--- src/rtl/grd_pkg.sv ---
// Package for the graph reachability block: widths, FSM states and the
// command/status structs between controller and datapath. No dependencies.
package grd_pkg;

    localparam int ROWS      = 8;
    localparam int ROW_W     = 8;
    localparam int VIDX_W    = 3;
    localparam int ROOT_W    = 4;
    localparam int CFG_IDX_W = 4;

    typedef enum logic [2:0] {
        ST_IDLE,
        ST_QWALK,
        ST_SCAN,
        ST_RWALK,
        ST_FINISH
    } t_state;

    typedef struct packed {
        logic load_query;
        logic expand;
        logic capture_hit;
        logic seed_root;
        logic merge_root;
        logic next_vertex;
        logic load_out;
    } t_dp_cmd;

    typedef struct packed {
        logic front_zero;
        logic vert_marked;
        logic vert_last;
    } t_dp_stat;

endpackage

--- src/rtl/grd_datapath.sv ---
// Datapath of the reachability block: adjacency rows, walk masks, root
// counter and result register. Uses grd_pkg; driven by grd_controller.
module grd_datapath import grd_pkg::*; #(
    parameter int VERTICES = 8
) (
    input  logic                 i_clk,
    input  logic                 i_rst_n,
    input  logic                 i_cfg_we,
    input  logic [CFG_IDX_W-1:0] i_cfg_index,
    input  logic [ROW_W-1:0]     i_cfg_data,
    input  logic [VIDX_W-1:0]    i_start,
    input  logic [VIDX_W-1:0]    i_target,
    input  t_dp_cmd              i_cmd,
    output t_dp_stat             o_stat,
    output logic                 o_reachable,
    output logic [ROOT_W-1:0]    o_root_count
);

    localparam logic [ROW_W-1:0] VMASK = ROW_W'((9'd1 << VERTICES) - 9'd1);
    localparam logic [VIDX_W-1:0] VLAST = VIDX_W'(VERTICES - 1);

    logic [ROW_W-1:0]  r_adj [ROWS];
    logic [ROW_W-1:0]  r_seen;
    logic [ROW_W-1:0]  r_front;
    logic [ROW_W-1:0]  r_marked;
    logic [VIDX_W-1:0] r_vidx;
    logic [VIDX_W-1:0] r_target;
    logic [ROOT_W-1:0] r_roots;
    logic              r_hit;
    logic              r_out_reach;
    logic [ROOT_W-1:0] r_out_roots;

    logic [ROW_W-1:0]  n_reach;
    logic [ROW_W-1:0]  query_seed;
    logic [ROW_W-1:0]  root_seed;

    // Gather successors of every frontier vertex
    always_comb begin
        n_reach = '0;
        for (int v = 0; v < ROWS; v++) begin
            if (r_front[v]) begin
                n_reach = n_reach | r_adj[v];
            end
        end
        n_reach = n_reach & VMASK;
    end

    // Start vertex outside the graph seeds nothing
    assign query_seed = (ROW_W'(1) << i_start) & VMASK;
    assign root_seed  = ROW_W'(1) << r_vidx;

    // Adjacency rows, cleared on reset and written from the configuration port
    always_ff @(posedge i_clk) begin
        if (!i_rst_n) begin
            for (int r = 0; r < ROWS; r++) begin
                r_adj[r] <= '0;
            end
        end else if (i_cfg_we && (i_cfg_index < CFG_IDX_W'(ROWS))) begin
            r_adj[i_cfg_index[VIDX_W-1:0]] <= i_cfg_data;
        end
    end

    // Walk state and root scan
    always_ff @(posedge i_clk) begin
        if (i_cmd.load_query) begin
            r_target <= i_target;
            r_seen   <= query_seed;
            r_front  <= query_seed;
            r_marked <= '0;
            r_vidx   <= '0;
            r_roots  <= '0;
        end
        if (i_cmd.expand) begin
            r_front <= n_reach & ~r_seen;
            r_seen  <= r_seen | n_reach;
        end
        if (i_cmd.capture_hit) begin
            r_hit <= r_seen[r_target];
        end
        if (i_cmd.seed_root) begin
            r_seen  <= root_seed;
            r_front <= root_seed;
            r_roots <= r_roots + ROOT_W'(1);
        end
        if (i_cmd.merge_root) begin
            r_marked <= r_marked | r_seen;
        end
        if (i_cmd.next_vertex) begin
            r_vidx <= r_vidx + VIDX_W'(1);
        end
        if (i_cmd.load_out) begin
            r_out_reach <= r_hit;
            r_out_roots <= r_roots;
        end
    end

    assign o_stat.front_zero  = (r_front == '0);
    assign o_stat.vert_marked = r_marked[r_vidx];
    assign o_stat.vert_last   = (r_vidx == VLAST);

    assign o_reachable  = r_out_reach;
    assign o_root_count = r_out_roots;

endmodule

--- src/rtl/grd_controller.sv ---
// Controller FSM of the reachability block: sequences the query walk and
// the root scan, owns the request handshakes. Uses grd_pkg.
module grd_controller import grd_pkg::*; (
    input  logic     i_clk,
    input  logic     i_rst_n,
    input  logic     i_in_valid,
    output logic     o_in_ready,
    output logic     o_out_valid,
    input  logic     i_out_ready,
    input  t_dp_stat i_stat,
    output t_dp_cmd  o_cmd
);

    t_state r_state;
    t_state n_state;
    logic   r_out_valid;
    logic   n_out_valid;
    logic   out_free;

    assign out_free = !r_out_valid || i_out_ready;

    // State and result-valid registers
    always_ff @(posedge i_clk) begin
        if (!i_rst_n) begin
            r_state     <= ST_IDLE;
            r_out_valid <= 1'b0;
        end else begin
            r_state     <= n_state;
            r_out_valid <= n_out_valid;
        end
    end

    // Next state and datapath commands
    always_comb begin
        n_state    = r_state;
        o_cmd      = '0;
        o_in_ready = 1'b0;
        case (r_state)
            ST_IDLE: begin
                o_in_ready = 1'b1;
                if (i_in_valid) begin
                    o_cmd.load_query = 1'b1;
                    n_state          = ST_QWALK;
                end
            end
            ST_QWALK: begin
                if (i_stat.front_zero) begin
                    o_cmd.capture_hit = 1'b1;
                    n_state           = ST_SCAN;
                end else begin
                    o_cmd.expand = 1'b1;
                end
            end
            ST_SCAN: begin
                if (!i_stat.vert_marked) begin
                    o_cmd.seed_root = 1'b1;
                    n_state         = ST_RWALK;
                end else if (i_stat.vert_last) begin
                    n_state = ST_FINISH;
                end else begin
                    o_cmd.next_vertex = 1'b1;
                end
            end
            ST_RWALK: begin
                if (i_stat.front_zero) begin
                    o_cmd.merge_root = 1'b1;
                    if (i_stat.vert_last) begin
                        n_state = ST_FINISH;
                    end else begin
                        o_cmd.next_vertex = 1'b1;
                        n_state           = ST_SCAN;
                    end
                end else begin
                    o_cmd.expand = 1'b1;
                end
            end
            ST_FINISH: begin
                // Hold until the result register is free
                if (out_free) begin
                    o_cmd.load_out = 1'b1;
                    n_state        = ST_IDLE;
                end
            end
            default: begin
                n_state = ST_IDLE;
            end
        endcase
    end

    // Raise valid on load, drop it when the result is taken
    always_comb begin
        if (o_cmd.load_out) begin
            n_out_valid = 1'b1;
        end else if (i_out_ready) begin
            n_out_valid = 1'b0;
        end else begin
            n_out_valid = r_out_valid;
        end
    end

    assign o_out_valid = r_out_valid;

endmodule

--- src/rtl/graph_reachability_dfs.sv ---
// Top level of the graph reachability block: adjacency-matrix walk with
// breadth-first forest root count. Uses grd_pkg, grd_controller, grd_datapath.
//
//  channel   | direction | payload
//  ----------+-----------+----------------------------------------------
//  s_axis    | in        | query: start_vertex, target_vertex
//  m_axis    | out       | result: reachable, root_count
//  cfg       | in        | adjacency row write: index 0..7, 8-bit row
//
// A query loads, walks from the start vertex, then scans the vertices in
// order and walks from each unmarked one as a new root, merging its reach
// into the marks, and finishes by loading the result register; each walk
// advances one frontier step per cycle through the shared successor OR.
// Reset clears the FSM, the result valid and the adjacency rows.
// A stalled result holds in the output register while the next query is
// accepted; its finish waits for the register.
module graph_reachability_dfs import grd_pkg::*; #(
    parameter int VERTICES = 8
) (
    input  logic                 i_clk,
    input  logic                 i_rst_n,
    input  logic                 s_axis_tvalid,
    output logic                 s_axis_tready,
    input  logic [7:0]           s_axis_tdata,   // [2:0] start_vertex, [5:3] target_vertex
    output logic                 m_axis_tvalid,
    input  logic                 m_axis_tready,
    output logic [7:0]           m_axis_tdata,   // [0] reachable, [4:1] root_count
    input  logic                 i_cfg_valid,
    output logic                 o_cfg_ready,
    input  logic [CFG_IDX_W-1:0] i_cfg_index,
    input  logic [ROW_W-1:0]     i_cfg_data
);

    t_dp_cmd           dp_cmd;
    t_dp_stat          dp_stat;
    logic              res_reach;
    logic [ROOT_W-1:0] res_roots;

    assign o_cfg_ready = 1'b1;

    grd_controller u_ctrl (
        .i_clk       (i_clk),
        .i_rst_n     (i_rst_n),
        .i_in_valid  (s_axis_tvalid),
        .o_in_ready  (s_axis_tready),
        .o_out_valid (m_axis_tvalid),
        .i_out_ready (m_axis_tready),
        .i_stat      (dp_stat),
        .o_cmd       (dp_cmd)
    );

    grd_datapath #(
        .VERTICES (VERTICES)
    ) u_dp (
        .i_clk        (i_clk),
        .i_rst_n      (i_rst_n),
        .i_cfg_we     (i_cfg_valid),
        .i_cfg_index  (i_cfg_index),
        .i_cfg_data   (i_cfg_data),
        .i_start      (s_axis_tdata[2:0]),
        .i_target     (s_axis_tdata[5:3]),
        .i_cmd        (dp_cmd),
        .o_stat       (dp_stat),
        .o_reachable  (res_reach),
        .o_root_count (res_roots)
    );

    assign m_axis_tdata = {3'b000, res_roots, res_reach};

endmodule

--- config.mk ---
export PLATFORM = sky130hd
export DESIGN_NAME = graph_reachability_dfs
export DESIGN_NICKNAME = d
export VERILOG_FILES = /design/src/rtl/grd_pkg.sv /design/src/rtl/grd_datapath.sv /design/src/rtl/grd_controller.sv /design/src/rtl/graph_reachability_dfs.sv
export SDC_FILE = /design/constraint.sdc
export NUM_CORES = 1
export LEC_CHECK = 0
export CAP_MARGIN = 5
export CORE_MARGIN = 2
export CORE_UTILIZATION = 45
export DETAILED_ROUTE_END_ITERATION = 12
export DONT_BUFFER_PORTS = 1
export MAX_ROUTING_LAYER = met4
export PLACE_DENSITY = 0.67
export SYNTH_ARGS = -nofsm -noshare
export SYNTH_HDL_FRONTEND = slang
export SYNTH_SLANG_ARGS = --single-unit
--- constraint.sdc ---
create_clock -name i_clk -period 5.4 [get_ports i_clk]
set_input_delay 1.62 -clock i_clk [delete_from_list [all_inputs] [get_ports i_clk]]
set_output_delay 1.62 -clock i_clk [all_outputs]
set_load 0.1 [all_outputs]
==> results_dict.tcl <==
set metrics [dict create \
    status "completed" \
    setup_viol 0 \
    firstDrtPassIters 5 \
    seq_area_frac_synth 0.616 \
    synth.distinct_cells 56 \
    numPortBuffers 0 \
    ctsRootBufferMaster "clkbuf_16" \
    htreeDepth 3 \
    ctsHoldBuffers 0 \
    drc_errors 0 \
    ff_latch_area_mm2 0.00320 \
    fin_hold_ws_ns 0.449 \
    insertion_delay_ns 0.35 \
    via_per_inst 5.80 \
    power_density_mw_per_mm2 450 \
    place_congestion 0.791 \
    routed_wl_mm 11.1 \
    clk_pin_slew_ns 0.07 \
    drt_iter0_drc 265 \
    synthFlopType "edfxtp_1" \
    avgRoutedWirePerCell_um 20.1 \
    final.fill_count 988 \
    grt_max_degree 22 \
    core_mm2 0.0114 \
    mostFrequentLayoutCell "edfxtp_1" \
    worstPathRequired_ns 5.37 \
    grt_pass1_vias 3149 \
    worstSetupPathType "in2reg" \
    post-dp-hpwl_mm 7.92 \
    maxSlewHeadroom 0.208 \
    grt_usage 0.191 \
    finalPower_uw 2510 \
    synth-edff-count 104 \
    clockBufferDepth 2 \
    routed-via-count 3213 \
    final_layout_size_suffix_gt1_frac 0.0925 \
    synth_area_per_cell_um2 12.6 \
    grt_overflow 0 \
    synthesis.area_mm2 0.00520 \
    fin_skew_ns 0.00611 \
    die-width_um 111 \
    pre_cts_ws_ns 1.59 \
    finalCriticalPeriod_ns 3.39 \
    rsz0062_at_grt "false" \
    multiInputGateArea_mm2 0.00184 \
    start_util 0.457 \
    cp-start-kind "primary input" \
    cap_viol_max_count 0 \
    fin_crit_sh 0.628 \
    num_antenna_cells 0 \
    mostFrequentLayoutCells "edfxtp_1 (104), and2_1 (66), nor2_1 (32), a22oi_1 (32), o21ai_0 (20)" \
    io_pins 36 \
    cts_tree "done" \
    setup_slack_ns 2.01 \
    drtAntennaViolNets 0 \
    fin_setup_tns_ns 0 \
    cts-buffers-inserted 9 \
    die-area_mm2 0.0124 \
    min-delay-path-class "reg2reg" \
    peakVddDrop_mv 0.245 \
    areaGrowthSynthToFinish_pct 7.27 \
    die_h_um 111 \
    worst_setup_path_end_kind "flop" \
    num_rows 39 \
    arrival_ns 3.36 \
    cts_setup_buffers 0 \
    synthArstFlopShare 0 \
    netlist_instances 412 \
    tightest_slew_ns 1.17 \
    final-max-slew-violation-count 0 \
    antenna_found_initial 0 \
    ys_ff_latch 108 \
    final_hold_viol_count 0 \
    grt_pass1_wl_mm 17.5 \
    finalNetCount 438 \
    yosys_warnings 0 \
    clkSinkCount 108 \
    crit_fanout 11 \
    fmax_ghz 0.295 \
    leakagePower_uw 0.00196 \
    cts_resized 0 \
]
[power breakdown]
| part | leakage [µW] | internal, µW | switching, µW | total, µW |
|---|---|---|---|---|
| combinational | 0.000789 | 225 | 328 | 553 |
| clock | 0.000138 | 362 | 298 | 660 |
| sequential | 0.00104 | 1090 | 202 | 1290 |
[per-stage QoR]
stage | util | area, µm² | std cells
final | 0.491 | 5580 | 554
after global routing | 0.491 | 5580 | 554
after CTS | 0.491 | 5580 | 554
after detailed placement | 0.465 | 5290 | 538
after global placement | 0.465 | 5290 | 538
after floorplan | - | 5210 | 414
[final cells by class]
class / count / share of cell area
repair buffers: 3 / 0.00718
flip-flops and latches: 108 / 0.574
clock buffers: 11 / 0.0417
inverters: 6 / 0.00404
clock inverters: 5 / 0.0105
multi-input cells: 278 / 0.330
well taps: 143 / 0.0321
[sequential cells by signal, summed over array words and instances, names as in the netlist]
name and count:
u_dp.r_vidx 3, u_dp.r_seen 8, u_dp.r_roots 4, u_dp.r_adj 64, u_dp.r_marked 8, u_ctrl.r_state 3
u_dp.r_front 8, u_dp.r_target 3, u_dp.r_hit 1, u_dp.o_reachable 1, u_dp.o_root_count 4, u_ctrl.o_out_valid 1
[critical path: stages]
cell     delay [ns]
inv_2          0.05
or4b_1         0.69
o21ai_0        0.99
[metal layers]
layer / up-vias / global-route usage / part of all wire
met1: 1572 / 0.238 / 0.41
li1: 1504 / - / -
met3: 18 / 0.0490 / 0.070
met2: 119 / 0.311 / 0.50
met4: 0 / 0.0576 / 0.018
met5: - / - / 0
[worst paths after layout]
kind	cells past startpoint	to	startpoint	slack, ns
min	0	u_dp.o_reachable	u_dp.r_hit	0.45
min reg2reg	0	u_dp.o_reachable	u_dp.r_hit	0.45
max	3	u_dp.r_adj[2][1]	i_rst_n	2.01
max reg2reg	3	u_dp.r_seen[2]	u_dp.r_front[0]	2.95
[cells by family (layout without fill, tap and decap cells)]
group	count (synthesis)	in the layout	synth area share
AND/OR/NAND/NOR	169	169	0.192
flip-flops	108	108	0.616
AO/OA/AOI/OAI	89	89	0.118
buffers and inverters	28	25	0.0322
adder cells (fa/ha/maj)	7	7	0.0168
multiplexers	7	7	0.0197
other	2	4	0.00144
XOR/XNOR	2	2	0.00337
[synthesized netlist by cell type, drive strengths merged, types with 4 or more instances]
cell / instances / area, µm²
edfxtp: 104 / 3120
and2: 66 / 413
nor2: 35 / 139
a22oi: 33 / 253
o21ai: 23 / 115
buf: 19 / 134
nand2: 16 / 60.1
a21oi: 13 / 68.8
nand3: 11 / 72.6
nand4: 8 / 50.1
ha: 7 / 87.6
inv: 6 / 22.5
nand2b: 6 / 37.5
nor2b: 6 / 40.0
and3: 5 / 31.3
a21o: 4 / 30.0
dfxtp: 4 / 80.1
or2: 4 / 25.0
Note: power is estimated with default switching activity, not from simulation.
